[src/design/tet_pkg.sv]
// Package for the terminal escape tokenizer: character codes, token kinds,
// parser state encoding, result record and byte classifiers. No dependencies.
package tet_pkg;

	localparam logic [7:0] CH_ESC  = 8'h1B;
	localparam logic [7:0] CH_LBR  = 8'h5B;
	localparam logic [7:0] CH_RBR  = 8'h5D;
	localparam logic [7:0] CH_SEMI = 8'h3B;
	localparam logic [7:0] CH_M    = 8'h6D;
	localparam logic [7:0] CH_BEL  = 8'h07;
	localparam logic [7:0] CH_ZERO = 8'h30;
	localparam logic [7:0] CH_NINE = 8'h39;
	localparam logic [7:0] CH_SP   = 8'h20;
	localparam logic [7:0] CH_TAB  = 8'h09;
	localparam logic [7:0] CH_CR   = 8'h0D;

	localparam logic [1:0] KIND_TEXT = 2'd0;
	localparam logic [1:0] KIND_SGR  = 2'd1;
	localparam logic [1:0] KIND_OSC  = 2'd2;
	localparam logic [1:0] KIND_UNK  = 2'd3;

	localparam logic REQ_DATA  = 1'b0;
	localparam logic REQ_FLUSH = 1'b1;

	typedef enum logic [3:0] {
		ST_IDLE  = 4'd0,
		ST_TEXT  = 4'd1,
		ST_ESC   = 4'd2,
		ST_UNK   = 4'd3,
		ST_SGR_A = 4'd4,
		ST_SGR_B = 4'd5,
		ST_OSC_A = 4'd6,
		ST_OSC_B = 4'd7,
		ST_OSC_C = 4'd8
	} state_t;

	typedef struct packed {
		logic [7:0] out_byte;
		logic       belongs;
		logic       starts_token;
		logic       ends_before;
		logic       ends_here;
		logic       end_ok;
		logic [1:0] end_kind;
	} res_t;

	function automatic logic is_ws(input logic [7:0] c);
		return (c == CH_SP) || (c >= CH_TAB && c <= CH_CR);
	endfunction

	function automatic logic is_dig(input logic [7:0] c);
		return (c >= CH_ZERO) && (c <= CH_NINE);
	endfunction

	function automatic logic run_byte(input logic [7:0] c);
		return !c[7] && (c != CH_ESC);
	endfunction

endpackage

[src/design/terminal_escape_tokenizer_core.sv]
// Top level of the terminal escape tokenizer: input register, parser state
// machine and result register. Depends on tet_pkg and tet_fsm.

// One byte (or an end-of-stream flush) per transfer goes in, and exactly one
// result per transfer comes out, in order, through the input and result
// registers. Without an output stall it sustains one transfer per cycle: the
// parser state register updates in the same cycle its byte moves into the
// result register, so the only loop is the 4-bit state decode. A stalled
// result holds in the result register while one more byte waits in the
// input register; further input is then stalled. Each result tells whether
// the byte belongs to a token, starts one, closes the previous token before
// it, or completes the current one (final 'm' of SGR, BEL of an OSC title),
// with the status and kind of any closed token. A flush closes any open
// token (an unfinished escape sequence closes with an error) and returns
// the parser to idle.
module terminal_escape_tokenizer_core import tet_pkg::*; (
	input  logic       clk,
	input  logic       arst_n,
	input  logic       in_valid,
	output logic       in_stall,
	input  logic       req_type,
	input  logic [7:0] in_byte,
	output logic       out_valid,
	input  logic       out_stall,
	output logic [7:0] out_byte,
	output logic       belongs,
	output logic       starts_token,
	output logic       ends_before,
	output logic       ends_here,
	output logic       end_ok,
	output logic [1:0] end_kind
);

	// input stage
	logic       valid_s1;
	logic       req_s1;
	logic [7:0] byte_s1;

	// result register
	logic       out_valid_q;
	res_t       res_q;
	res_t       res_d;

	logic       advance;

	// Advance the held byte whenever the result register is empty or drains.
	assign advance  = valid_s1 && (!out_valid_q || !out_stall);
	assign in_stall = valid_s1 && !advance;

	always_ff @(posedge clk or negedge arst_n) begin
		if (!arst_n) begin
			valid_s1 <= 1'b0;
		end else if (!in_stall) begin
			valid_s1 <= in_valid;
		end
	end

	always_ff @(posedge clk) begin
		if (in_valid && !in_stall) begin
			req_s1  <= req_type;
			byte_s1 <= in_byte;
		end
	end

	tet_fsm u_fsm (
		.clk      (clk),
		.arst_n   (arst_n),
		.step_en  (advance),
		.req_type (req_s1),
		.in_byte  (byte_s1),
		.res      (res_d)
	);

	always_ff @(posedge clk or negedge arst_n) begin
		if (!arst_n) begin
			out_valid_q <= 1'b0;
		end else if (advance) begin
			out_valid_q <= 1'b1;
		end else if (!out_stall) begin
			out_valid_q <= 1'b0;
		end
	end

	// Hold the result while stalled; load a new one on each advance.
	always_ff @(posedge clk) begin
		if (advance) begin
			res_q <= res_d;
		end
	end

	assign out_valid    = out_valid_q;
	assign out_byte     = res_q.out_byte;
	assign belongs      = res_q.belongs;
	assign starts_token = res_q.starts_token;
	assign ends_before  = res_q.ends_before;
	assign ends_here    = res_q.ends_here;
	assign end_ok       = res_q.end_ok;
	assign end_kind     = res_q.end_kind;

`ifndef NO_ASSERTIONS
	a_stall_only_when_full: assert property (@(posedge clk) disable iff (!arst_n)
		in_stall |-> (valid_s1 && out_valid_q && out_stall))
		else $error("input stalled while pipeline can drain");

	a_ends_here_ok: assert property (@(posedge clk) disable iff (!arst_n)
		(out_valid && ends_here) |-> (end_ok && !ends_before && belongs))
		else $error("completed token without ok status");

	a_start_belongs: assert property (@(posedge clk) disable iff (!arst_n)
		(out_valid && starts_token) |-> belongs)
		else $error("token start on a skipped byte");

	a_no_close_no_status: assert property (@(posedge clk) disable iff (!arst_n)
		(out_valid && !ends_before && !ends_here) |-> (!end_ok && end_kind == KIND_TEXT))
		else $error("status reported with no token closing");

	a_result_follows_byte: assert property (@(posedge clk) disable iff (!arst_n)
		advance |=> out_valid_q)
		else $error("advanced byte produced no result");
`endif

endmodule

[src/design/tet_fsm.sv]
// Parser state machine of the terminal escape tokenizer: state register and
// the per-byte decode that forms one result. Depends on tet_pkg.
module tet_fsm import tet_pkg::*; (
	input  logic       clk,
	input  logic       arst_n,
	input  logic       step_en,
	input  logic       req_type,
	input  logic [7:0] in_byte,
	output res_t       res
);

	state_t state_q;
	state_t state_d;

	logic   c_ws;
	state_t idle_d;

	assign c_ws   = is_ws(in_byte);
	assign idle_d = c_ws ? ST_IDLE : ((in_byte == CH_ESC) ? ST_ESC : ST_TEXT);

	always_ff @(posedge clk or negedge arst_n) begin
		if (!arst_n) begin
			state_q <= ST_IDLE;
		end else if (step_en) begin
			state_q <= state_d;
		end
	end

	always_comb begin
		res     = '0;
		state_d = state_q;
		if (req_type == REQ_FLUSH) begin
			state_d = ST_IDLE;
			case (state_q)
				ST_TEXT: begin
					res.ends_before = 1'b1;
					res.end_ok      = 1'b1;
					res.end_kind    = KIND_TEXT;
				end
				ST_UNK: begin
					res.ends_before = 1'b1;
					res.end_ok      = 1'b1;
					res.end_kind    = KIND_UNK;
				end
				ST_ESC: begin
					res.ends_before = 1'b1;
					res.end_kind    = KIND_UNK;
				end
				ST_SGR_A, ST_SGR_B: begin
					res.ends_before = 1'b1;
					res.end_kind    = KIND_SGR;
				end
				ST_OSC_A, ST_OSC_B, ST_OSC_C: begin
					res.ends_before = 1'b1;
					res.end_kind    = KIND_OSC;
				end
				default: begin
				end
			endcase
		end else begin
			res.out_byte = in_byte;
			res.belongs  = 1'b1;
			case (state_q)
				ST_TEXT, ST_UNK: begin
					if (!run_byte(in_byte)) begin
						res.ends_before  = 1'b1;
						res.end_ok       = 1'b1;
						res.end_kind     = (state_q == ST_TEXT) ? KIND_TEXT : KIND_UNK;
						res.belongs      = !c_ws;
						res.starts_token = !c_ws;
						state_d          = idle_d;
					end
				end
				ST_ESC: begin
					if (in_byte == CH_LBR) begin
						state_d = ST_SGR_A;
					end else if (in_byte == CH_RBR) begin
						state_d = ST_OSC_A;
					end else begin
						state_d = ST_UNK;
					end
				end
				ST_SGR_A, ST_SGR_B: begin
					if (is_dig(in_byte)) begin
						state_d = state_q;
					end else if (in_byte == CH_M) begin
						res.ends_here = 1'b1;
						res.end_ok    = 1'b1;
						res.end_kind  = KIND_SGR;
						state_d       = ST_IDLE;
					end else if (in_byte == CH_SEMI && state_q == ST_SGR_A) begin
						state_d = ST_SGR_B;
					end else begin
						res.ends_before  = 1'b1;
						res.end_kind     = KIND_SGR;
						res.belongs      = !c_ws;
						res.starts_token = !c_ws;
						state_d          = idle_d;
					end
				end
				ST_OSC_A: begin
					if (in_byte == CH_ZERO) begin
						state_d = ST_OSC_B;
					end else begin
						res.ends_before  = 1'b1;
						res.end_kind     = KIND_OSC;
						res.belongs      = !c_ws;
						res.starts_token = !c_ws;
						state_d          = idle_d;
					end
				end
				ST_OSC_B: begin
					if (in_byte == CH_SEMI) begin
						state_d = ST_OSC_C;
					end else begin
						res.ends_before  = 1'b1;
						res.end_kind     = KIND_OSC;
						res.belongs      = !c_ws;
						res.starts_token = !c_ws;
						state_d          = idle_d;
					end
				end
				ST_OSC_C: begin
					if (in_byte == CH_BEL) begin
						res.ends_here = 1'b1;
						res.end_ok    = 1'b1;
						res.end_kind  = KIND_OSC;
						state_d       = ST_IDLE;
					end
				end
				default: begin
					res.belongs      = !c_ws;
					res.starts_token = !c_ws;
					state_d          = idle_d;
				end
			endcase
		end
	end

endmodule
[config.mk]
export PLATFORM = sky130hd
export DESIGN_NAME = terminal_escape_tokenizer_core
export DESIGN_NICKNAME = d
export VERILOG_FILES = /design/src/design/tet_pkg.sv /design/src/design/terminal_escape_tokenizer_core.sv /design/src/design/tet_fsm.sv
export SDC_FILE = /design/constraint.sdc
export NUM_CORES = 1
export LEC_CHECK = 0
export BUFFER_PORTS_ARGS = -buffer_cell sky130_fd_sc_hd__buf_2
export CORE_MARGIN = 3
export CORE_UTILIZATION = 45
export DETAILED_ROUTE_END_ITERATION = 12
export PLACE_DENSITY = 0.78
export SETUP_SLACK_MARGIN = 0.05
export SLEW_MARGIN = 10
export SYNTH_ARGS = -nofsm -noshare
export SYNTH_HDL_FRONTEND = slang
export SYNTH_SLANG_ARGS = --single-unit
[constraint.sdc]
create_clock -name clk -period 2.85 [get_ports clk]
set_clock_uncertainty 0.2 [all_clocks]
set_input_delay 0 -clock clk [delete_from_list [all_inputs] [get_ports clk]]
set_output_delay 0 -clock clk [all_outputs]
set_load 0.01 [all_outputs]
==> metrics.md, run 1 <==
| Metric | Value |
|---|---|
| Outcome | complete, no violations |
| R2R depth | 5 |
| Chip width | 67.88 um |
| Worst ir drop on vdd | a little under 0.3 mV |
| Syn. warnings | 0 |
| CP max stage cell | edfxtp_1 |
| Residual DRC | 0 |
| Final worst slack | approximately 0.48 ns |
| Layout cell share with drive strength beyond 1 | a little under a quarter |
| Routed wire length | 3847 um |
| Int Pwr | 754.7 uW |
| HP Class | primary input to flip-flop |
| Critical Path RT | 2.83 ns |
| Worst Setup SP | byte_s1[2]$_DFFE_PP_ |
| Final HPWL DP | 2721 um |
| Setup TNS | 0 ns |
| Aggregate global routing overflow | 0 |
| Largest area contributor in the netlist | edfxtp_1 |
| Cts bufs inserted | 5 |
| Logic pwr share | 16.1% |
| H-tree Lvls | 2 |
| Worst R2R End | u_fsm.state_q[3]$_DFFE_PN0P_ |
| Antenna Nets Post-Route | 0 |
| Initial antenna violation count | 0 |
| Switching Fraction | between 20% and 30% |
| Post-synth net total | 175 |
| Pwr Total | 1028 uW |
| Switch Pwr | 273.4 uW |
| Crit-path max FO | 11 |
| Setup Viol. Count Final | 0 |
| Chip Height | 67.88 um |
| Worst EP arrival | 2.35 ns |
| R2r startpoint | byte_s1[2]$_DFFE_PP_ |
| DRT iter0 DRCs | 136 |
| CP max stage delay | roughly 0.54 ns |
| Share of synthesized flip-flops with an asynchronous set or reset | 20.00% |
| Clock power share | a little under a third |
| Hold_buf cts | 14 |
| Cell row count | 21 |
| Max Fclk | 422.5 MHz |
| Largest cells by area after synthesis | edfxtp_1 (42%), dfrtp_1 (8.7%), nor2b_1 (2.5%), nand2b_1 (2.2%), nor2_1 (2.2%) |
| Max clock buf depth | 2 |
| Largest net degree at the start of global routing | 18 |
| Post_cts resized | 0 |
| Hold Fails Final Rpt | 0 |
| Post-Synthesis Cell Area | approximately 1700 um2 |
| Leakage | 0.0007844 uW |
| WP depth | 5 |
| Initial Util | 48.93% |
| CP cell instances | nand4b_1 -> o311ai_1 -> nand4_2 -> and2_4 -> o41ai_2 |
| Number of synthesized register bits | 30 |
| Top-Level Pins | 30 |
| GR Util All Layers | a little under a fifth |
| Final period util | 83.04% |
| Top FF cell, synth | edfxtp_1 |
| Worst-path clk slew | 0.06 ns |
| Buf/Inv on CP | 0 |
| Yosys top cell area share | 41.83% |
| First-pass GRT wire length | between 6000 and 7000 um |
| Setup WS pre-CTS | approximately 0.52 ns |
| PD cells | roughly 480 nW/um2 |
| Crit start category | flip-flop |
| Most common cell after layout, fill and taps aside | buf_2 |
| Vias per cell | 5.996 |
| Post-Syn Instances | ~160 |
| DR WL/cell | between 15 and 20 um |
| Setup Crit Path Kind | flip-flop to flip-flop |
| EDFF count, synth | 24 |
| First-pass DRT Iterations | 4 |
| RD Place Congestion | 0.9434 |
| Num Clock Sinks | 30 |
| RSZ-0062 raised after global routing | no |
| Nets | 219 |
| Fin. max-slew vios | 0 |
| Ant. Diodes | 0 |
| Netlist cell types | 56 |
| Clock Latency Late Sink | 0.28 ns |
| Core area | around 3500 um2 |
| Vias in the first global route | between 1000 and 1500 |
| Number of fillers in the final layout | between 200 and 300 |
| Via count | 1517 |
| CTS tree | yes |
| Crit path to | u_fsm.state_q[3]$_DFFE_PN0P_ |
| Tmin final | around 2.4 ns |
| Max cap viols | 0 |
| Die area | ~4600 um2 |
| Setup Fix Bufs, Post-CTS | 0 |
| Area added between synthesis and finish | 23.89% |
| Mean Syn Cell Area | 10.64 um2 |
| Sequential group share of total power | between 50% and 60% |
| Commonest cells after routing, fill and taps aside | buf_2 (29), edfxtp_1 (24), dlygate4sd3_1 (14) |
| Worst rel slew slack | 54.72% |
| Sequential fraction of the synthesis area | 50.54% |
| WHS Path Cells | 2 |
| Port bufs | 29 |
| R2r setup slk | just under 0.5 ns |
| Least-Margin Pin Slew | 0.6778 ns |
| CP delay by family, top | simple AND/OR/NAND/NOR gates |
| Clock root buffer | clkbuf_8 |
| CP Capture Type | flip-flop |
==> worst min path at each step <==
stage               startpoint                           end  slack (ns)
floorplan               arst_n         out_valid$_DFFE_PN0P_       -0.50
global placement        arst_n  u_fsm.state_q[2]$_DFFE_PN0P_       -0.38
detailed placement      arst_n          valid_s1$_DFFE_PN0N_       -0.37
CTS                 in_byte[6]          byte_s1[6]$_DFFE_PP_        0.22
global route        in_byte[4]          byte_s1[4]$_DFFE_PP_        0.22
finish              in_byte[6]          byte_s1[6]$_DFFE_PP_        0.21
==> state kept, by name, summed over array words and instances, names as in the netlist <==
signal and cells:
byte_s1 8, out_byte 8, u_fsm.state_q 4, end_kind 2
belongs 1, end_ok 1, ends_before 1, ends_here 1
out_valid 1, req_s1 1, starts_token 1, valid_s1 1
==> cells by family (layout without fill, tap and decap cells) <==
family,after synthesis,count (layout),share of synthesized area [%]
AO/OA/AOI/OAI,39,39,17.28
XOR/XNOR,4,4,2.033
buffers and inverters,17,62,4.211
flip-flops,30,30,50.54
multiplexers,2,2,1.235
AND/OR/NAND/NOR,70,70,24.69
==> layer usage <==
| layer | GRT usage (%) | part of all wire [%] | vias up |
|---|---|---|---|
| met2 | 29.65 | 47 | 89 |
| li1 | - | - | 714 |
| met5 | 0 | 0 | - |
| met3 | 4.433 | 9.7 | 21 |
| met4 | 13.65 | 4.2 | 0 |
| met1 | 22.68 | 39 | 693 |
==> power groups by stage <==
stage          registers, uW  logic (uW)  clock network (uW)
3_5_place_dp             548         149                   0
6_report                 540         166                 323
5_1_grt                  543         182                 348
3_3_place_gp             546         147                   0
4_1_cts                  539         165                 327
2_1_floorplan            548        96.8                   0
==> cell type report <==
cell class              count  area, um2  share of cell area [%]
flip-flops and latches     30      870.8                   40.80
multi-input cells         115      779.5                   36.52
repair buffers             47      315.3                   14.77
clock buffers               5      68.82                   3.224
well taps                  46      57.56                   2.696
inverters                   7      26.28                   1.231
clock inverters             3      16.27                  0.7620
==> synthesized netlist by cell type (2+ instances only) <==
library cell,n
a211oi_1,4
o21ai_0,5
a21oi_1,5
nor2b_1,7
xnor2_1,4
nor2_1,10
o21a_1,2
o211ai_1,2
and4b_1,2
inv_1,6
nor4_1,2
nor3_1,6
nand3_1,7
nand2_1,9
nand4b_1,2
or4b_1,2
o41ai_1,2
nand2b_1,6
clkbuf_1,7
nand4_1,3
nor3b_1,3
and2_1,3
edfxtp_1,24
o32a_1,2
dfrtp_1,6
==> stage by stage <==
stage          instance area (um2)  hold WS (ns)  util [%]  instances
2_1_floorplan                 1723       -0.4956         -        162
3_3_place_gp                  1909       -0.3763     54.23        231
3_5_place_dp                  1909       -0.3708     54.23        231
4_1_cts                       2135        0.2171     60.63        253
5_1_grt                       2135        0.2153     60.63        253
6_report                      2135        0.2149     60.63        253
(Power assumes the default switching activity.)
==> run 2: changes to the inputs <==
--- a/config.mk
+++ b/config.mk
@@ -5,6 +5,7 @@
 export SDC_FILE = /design/constraint.sdc
 export NUM_CORES = 1
 export LEC_CHECK = 0
+export ABC_AREA = 1
 export BUFFER_PORTS_ARGS = -buffer_cell sky130_fd_sc_hd__buf_2
 export CORE_MARGIN = 3
 export CORE_UTILIZATION = 45
==> constraint.sdc (replaced) <==
create_clock -name clk -period 2.4 [get_ports clk]
set_clock_uncertainty 0.2 [all_clocks]
set_input_delay 0 -clock clk [delete_from_list [all_inputs] [get_ports clk]]
set_output_delay 0 -clock clk [all_outputs]
set_load 0.01 [all_outputs]
==> metrics.md, run 2 <==
| Metric | Value |
|---|---|
| Outcome | complete, no violations |
| Final hold slack | 0.2159 ns (+0.001041 ns) |
| Cts bufs inserted | 5 (unchanged) |
| RSZ-0062 raised after global routing | no |
| Met3 wire len | 228 um (-39%) |
| Core area | 3689 um2 (+4.8%) |
| Max cap viols | 0 (unchanged) |
| Worst Setup SP | out_stall |
| DR top layer | met4 |
| Clock Latency Late Sink | 0.29 ns (about the same) |
| R2r startpoint | out_valid$_DFFE_PN0P_ |
| Yosys top cell area share | 41.29% (-0.54 points) |
| CTS tree | yes |
| Fin. max-slew vios | 0 (unchanged) |
| Commonest cells post-synth | nand2_1 (63), nor2_1 (39), edfxtp_1 (24), inv_1 (21), nand3_1 (17) |
| PD cells | 693.7 nW/um2 (+44%) |
| Setup Viol. Count Final | 0 (unchanged) |
| Antenna Nets Post-Route | 0 (unchanged) |
| Leakage | 0.001094 uW (+39%) |
| Largest net degree at the start of global routing | 12 (-6) |
| Placed cell areas | 1957 um2 (+2.5%) |
| Critical Path RT | 2.37 ns (-0.46 ns) |
| Setup Fix Bufs, Post-CTS | 0 (unchanged) |
| Die area | 4662 um2 (+1.2%) |
| Tmin final | roughly 2.2 ns |
| Largest cells by area after synthesis | edfxtp_1 (41%), nand2_1 (14%), dfrtp_1 (8.6%), nor2_1 (8.4%), nand3_1 (4.9%) |
| Port bufs | 29 (unchanged) |
| Chip width | 68.28 um (+0.60%) |
| Crit start category | primary input |
| Netlist cell types | 25 (-55%) |
| DRT iter0 DRCs | 78 (-43%) |
| Crit-path max FO | 3 (-8) |
| Final period util | 90.82% |
| Via count | 1573 (+3.7%) |
| Top-count cell post-synth | nand2_1 |
| Pwr Total | 1554 uW (+51%) |
| Worst R2R End | valid_s1$_DFFE_PN0N_ |
| Aggregate global routing overflow | 0 (unchanged) |
| Post-synth net total | 236 (+35%) |
| Number of synthesized register bits | 30 (unchanged) |
| Area added between synthesis and finish | 28.32% |
| Worst rel slew slack | 78.96% (+24 points) |
| Setup TNS | 0 ns (unchanged) |
| Routed wl met2 | 1766 um (-3.2%) |
| First-pass GRT wire length | 6251 um (+0.22%) |
| Max clock buf depth | 2 (unchanged) |
| Most common cell after layout, fill and taps aside | nand2_1 |
| GR Util All Layers | 18.77% (-0.13 points) |
| Worst EP arrival | 2.15 ns (-0.20 ns) |
| Layout cell share with drive strength beyond 1 | 24.36% (+1.7 points) |
| Post-Synthesis Cell Area | 1745 um2 (+1.3%) |
| M1 WL | 1589 um (+7.0%) |
| Mean Syn Cell Area | 7.827 um2 (-26%) |
| Setup Crit Path Kind | primary input to flip-flop |
| Cell row count | 22 (+4.8%) |
| Routed wire length | 3684 um (-4.2%) |
| Vias per cell | 4.870 (-19%) |
| Syn. warnings | 0 (unchanged) |
| Vias in the first global route | 1466 (+10%) |
| First-pass DRT Iterations | 5 (+1) |
| Top FF cell, synth | edfxtp_1 |
| Final Util | 60.72% (+0.094 points) |
| HP Class | primary input to flip-flop |
| Final HPWL DP | 2767 um (+1.7%) |
| Share of synthesized flip-flops with an asynchronous set or reset | 20.00% (unchanged) |
| Post-Syn Instances | 223 (+38%) |
| Initial Util | 47.32% (-1.6 points) |
| Max Fclk | 458.8 MHz |
| Cell area after layout | 2240 um2 (+4.9%) |
| Worst ir drop on vdd | 0.4304 mV (+45%) |
| Crit path to | valid_s1$_DFFE_PN0N_ |
| Top-Level Pins | 30 (unchanged) |
| Worst-path clk slew | 0.06 ns (about the same) |
| Ant. Diodes | 0 (unchanged) |
| Least-Margin Pin Slew | 0.3153 ns (-0.3625 ns) |
| Sequential fraction of the synthesis area | 49.89% (-0.65 points) |
| RD Place Congestion | 0.9331 (-1.1%) |
| Nets | 287 (+31%) |
| Chip Height | 68.28 um (+0.60%) |
| Residual DRC | 0 (unchanged) |
| Hold Fails Final Rpt | 0 (unchanged) |
| Initial antenna violation count | 0 (unchanged) |
| R2R depth | 7 (+2) |
| R2r setup slk | 0.22 ns (-0.26 ns) |
| EDFF count, synth | 24 (unchanged) |
| Largest area contributor in the netlist | edfxtp_1 |
| Clock root buffer | clkbuf_8 |
| Commonest cells after routing, fill and taps aside | nand2_1 (63), nor2_1 (39), buf_2 (29) |
| DR WL/cell | 11.41 um (-25%) |
| Num Clock Sinks | 30 (unchanged) |
| H-tree Lvls | 2 (unchanged) |
| CP Capture Type | flip-flop |
## run 2: worst min path at each step
stage | cells past startpoint | endpoint | startpoint | slack, ns
after global routing | 2 | byte_s1[0]$_DFFE_PP_ | in_byte[0] | 0.23
final | 2 | byte_s1[4]$_DFFE_PP_ | in_byte[4] | 0.22
after floorplan | 0 | out_valid$_DFFE_PN0P_ | arst_n | -0.50
after CTS | 2 | req_s1$_DFFE_PP_ | req_type | 0.21
after detailed placement | 1 | out_valid$_DFFE_PN0P_ | arst_n | -0.37
after global placement | 1 | out_valid$_DFFE_PN0P_ | arst_n | -0.37
## run 2: cells by family after synthesis
family | share of synthesized area, %
simple gates | 36.20
compound gates | 6.308
buf+inv | 7.598
flops | 49.89
## run 2: critical path: stages
cell and delay [ns]:
dlygate4sd3_1 0.53, buf_2 0.10, nand2_1 0.08, nor2_1 0.15, inv_1 0.07, nand2_1 0.07, dlygate4sd3_1 0.55, nand2_1 0.05
dlygate4sd3_1 0.55
## run 2: final cells by class
type                            count  area (um2)
Multi-Input combinational cell    158       742.0
Clock buffer                        5       68.82
Tap cell                           48       60.06
Sequential cell                    30       870.8
Inverter                           33       123.9
Fill cell                         321        1449
Clock inverter                      3       63.81
Timing Repair Buffer               46       310.3
## run 2: layer usage
metal	GRT usage, %	up-vias
met5	0	-
met4	10.17	0
met3	4.598	9
met2	32.37	53
met1	21.15	700
li1	-	811
## run 2: what timing repair did
item / in CTS / in global routing
hold buffers: 15 / 0
resized for setup: 0 / 0
endpoints found under the hold margin: 17 / 0
## run 2: per-stage QoR
stage	worst slack, ns	std cells
floorplan	0.7155	223
global placement	0.6438	300
detailed placement	0.6050	300
CTS	0.2582	323
global route	0.05263	323
finish	0.2202	323
## run 2: power by group
| part | internal, uW | switching (uW) | leakage [uW] | total [uW] |
|---|---|---|---|---|
| Clock | 410 | 185 | 0.0000658 | 596 |
| Sequential | 632 | 27.7 | 0.000311 | 660 |
| Combinational | 111 | 187 | 0.000717 | 298 |
| Total | 1150 | 400 | 0.00109 | 1550 |
==> run 3: changes to the inputs <==
--- a/config.mk
+++ b/config.mk
@@ -11,6 +11,7 @@
 export CORE_UTILIZATION = 45
 export DETAILED_ROUTE_END_ITERATION = 12
 export PLACE_DENSITY = 0.78
+export RECOVER_POWER = 100
 export SETUP_SLACK_MARGIN = 0.05
 export SLEW_MARGIN = 10
 export SYNTH_ARGS = -nofsm -noshare
==> metrics.md, run 3 (synthesis results as in run 2) <==
| Metric | Value |
|---|---|
| First-pass DRT Iterations | 4 (-1) |
| Worst rel slew slack | 63.58% (-15 points) |
| Cts bufs inserted | 5 (unchanged) |
| RSZ-0062 raised after global routing | no |
| Setup Fix Bufs, Post-CTS | 0 (unchanged) |
| Die area | 4662 um2 (unchanged) |
| First-pass GRT wire length | 6251 um (unchanged) |
| Port bufs | 29 (unchanged) |
| Aggregate global routing overflow | 0 (unchanged) |
| Most common cell on crit path | nand2_1 |
| Routed wire length | 3739 um (+1.5%) |
| Setup Crit Path Kind | flip-flop to flip-flop |
| Most common cell after layout, fill and taps aside | nand2_1 |
| Final period util | 90.94% (+0.11 points) |
| CP max stage delay | 0.55 ns (about the same) |
| Num Clock Sinks | 30 (unchanged) |
| Outcome | complete, no violations |
| CP Capture Type | flip-flop |
| Nets | 287 (unchanged) |
| Tmin final | 2.183 ns (+0.002745 ns) |
| Critical Path RT | 2.37 ns (about the same) |
| Residual DRC | 0 (unchanged) |
| Worst EP arrival | 2.15 ns (about the same) |
| Setup Viol. Count Final | 0 (unchanged) |
| Initial Util | 47.32% (unchanged) |
| Leakage | 0.001031 uW (-5.8%) |
| GR Util All Layers | 18.77% (unchanged) |
| Crit start category | flip-flop |
| Final worst slack | 0.2175 ns (-0.002745 ns) |
| R2R depth | 7 (unchanged) |
| Crit path to | valid_s1$_DFFE_PN0N_ |
| Vias in the first global route | 1466 (unchanged) |
| Clock Latency Late Sink | 0.29 ns (about the same) |
| Hold Fails Final Rpt | 0 (unchanged) |
| Post_cts resized | 0 (unchanged) |
| Worst Setup SP | out_valid$_DFFE_PN0P_ |
| HP Class | primary input to flip-flop |
| Buf/Inv on CP | 3 (-2) |
| R2r setup slk | 0.22 ns (about the same) |
| CP max stage cell | dlygate4sd3_1 |
| Layout cell share with drive strength beyond 1 | 15.64% (-8.7 points) |
| Max Fclk | 458.2 MHz (-0.13%) |
| Largest net degree at the start of global routing | 12 (unchanged) |
| Initial antenna violation count | 0 (unchanged) |
| Area added between synthesis and finish | 26.09% |
| Setup WS pre-CTS | 0.6050 ns (unchanged) |
| Pwr Total | 1534 uW (-1.3%) |
| WP depth | 7 (-2) |
| DRT iter0 DRCs | 68 (-13%) |
| Chip Height | 68.28 um (unchanged) |
| Vias per cell | 4.808 (-1.3%) |
| DR WL/cell | 11.58 um (+1.5%) |
| CP cell instances | nand2_1 -> nor2_1 -> inv_1 -> nand2_1 -> dlygate4sd3_1 -> nand2_1 -> dlygate4sd3_1 |
| Worst-path clk slew | 0.06 ns (about the same) |
| Crit-path max FO | 3 (unchanged) |
| Ant. Diodes | 0 (unchanged) |
| Antenna Nets Post-Route | 0 (unchanged) |
| Max clock buf depth | 2 (unchanged) |
| Clock root buffer | clkbuf_8 |
| Cell row count | 22 (unchanged) |
| Worst R2R End | valid_s1$_DFFE_PN0N_ |
| RD Place Congestion | 0.9331 (unchanged) |
| CP delay by family, top | buffers and inverters |
| Fin. max-slew vios | 0 (unchanged) |
| CTS tree | yes |
| PD cells | 697.1 nW/um2 (+0.48%) |
| Commonest cells after routing, fill and taps aside | nand2_1 (63), nor2_1 (40), edfxtp_1 (24) |
| Number of fillers in the final layout | 341 (+6.2%) |
| Least-Margin Pin Slew | 0.5462 ns (+0.2310 ns) |
| Max cap viols | 0 (unchanged) |
| Worst ir drop on vdd | 0.4294 mV (-0.23%) |
| H-tree Lvls | 2 (unchanged) |
| Setup TNS | 0 ns (unchanged) |
| Chip width | 68.28 um (unchanged) |
| R2r startpoint | out_valid$_DFFE_PN0P_ |
| Core area | 3689 um2 (unchanged) |
| Hold_buf cts | 15 (unchanged) |
| Top-Level Pins | 30 (unchanged) |
| Final hold slack | 0.2139 ns (-0.001994 ns) |
| Final HPWL DP | 2767 um (unchanged) |
| Via count | 1553 (-1.3%) |
run 3: per-stage QoR:
step	instances	utilization, %	instance area, um2
global route	323	59.67	2201
CTS	323	60.72	2240
finish	323	59.67	2201
detailed placement	300	53.05	1957
floorplan	223	-	1745
global placement	300	53.05	1957
run 3: area by class of cell:
type,instances,area [um2],share of cell area (%)
multi-input combinational,158,732.0,33.26
clock buffer,5,68.82,3.127
tap,48,60.06,2.729
timing repair buffer,46,281.5,12.79
sequential,30,870.8,39.57
clock inverter,3,63.81,2.899
inverter,33,123.9,5.628
run 3: per-layer routing:
layer,wire (um),global-route usage (%),vias to the layer above
met1,1638,21.15,689
met3,216,4.598,9
met4,98,10.17,0
met2,1785,32.37,44
li1,-,-,811
met5,0,0,-
run 3: how the worst min path moves through the flow:
stage / start / to / cells past startpoint
floorplan: arst_n / out_valid$_DFFE_PN0P_ / 0
global placement: arst_n / out_valid$_DFFE_PN0P_ / 1
detailed placement: arst_n / out_valid$_DFFE_PN0P_ / 1
CTS: req_type / req_s1$_DFFE_PP_ / 2
global route: in_byte[0] / byte_s1[0]$_DFFE_PP_ / 2
finish: in_byte[4] / byte_s1[4]$_DFFE_PP_ / 2
run 3: report_power, final:
part / total (uW) / internal [uW] / switching (uW)
Clock: 597 / 410 / 187
Combinational: 276 / 93.7 / 182
Sequential: 661 / 633 / 28.5
Total: 1530 / 1140 / 397
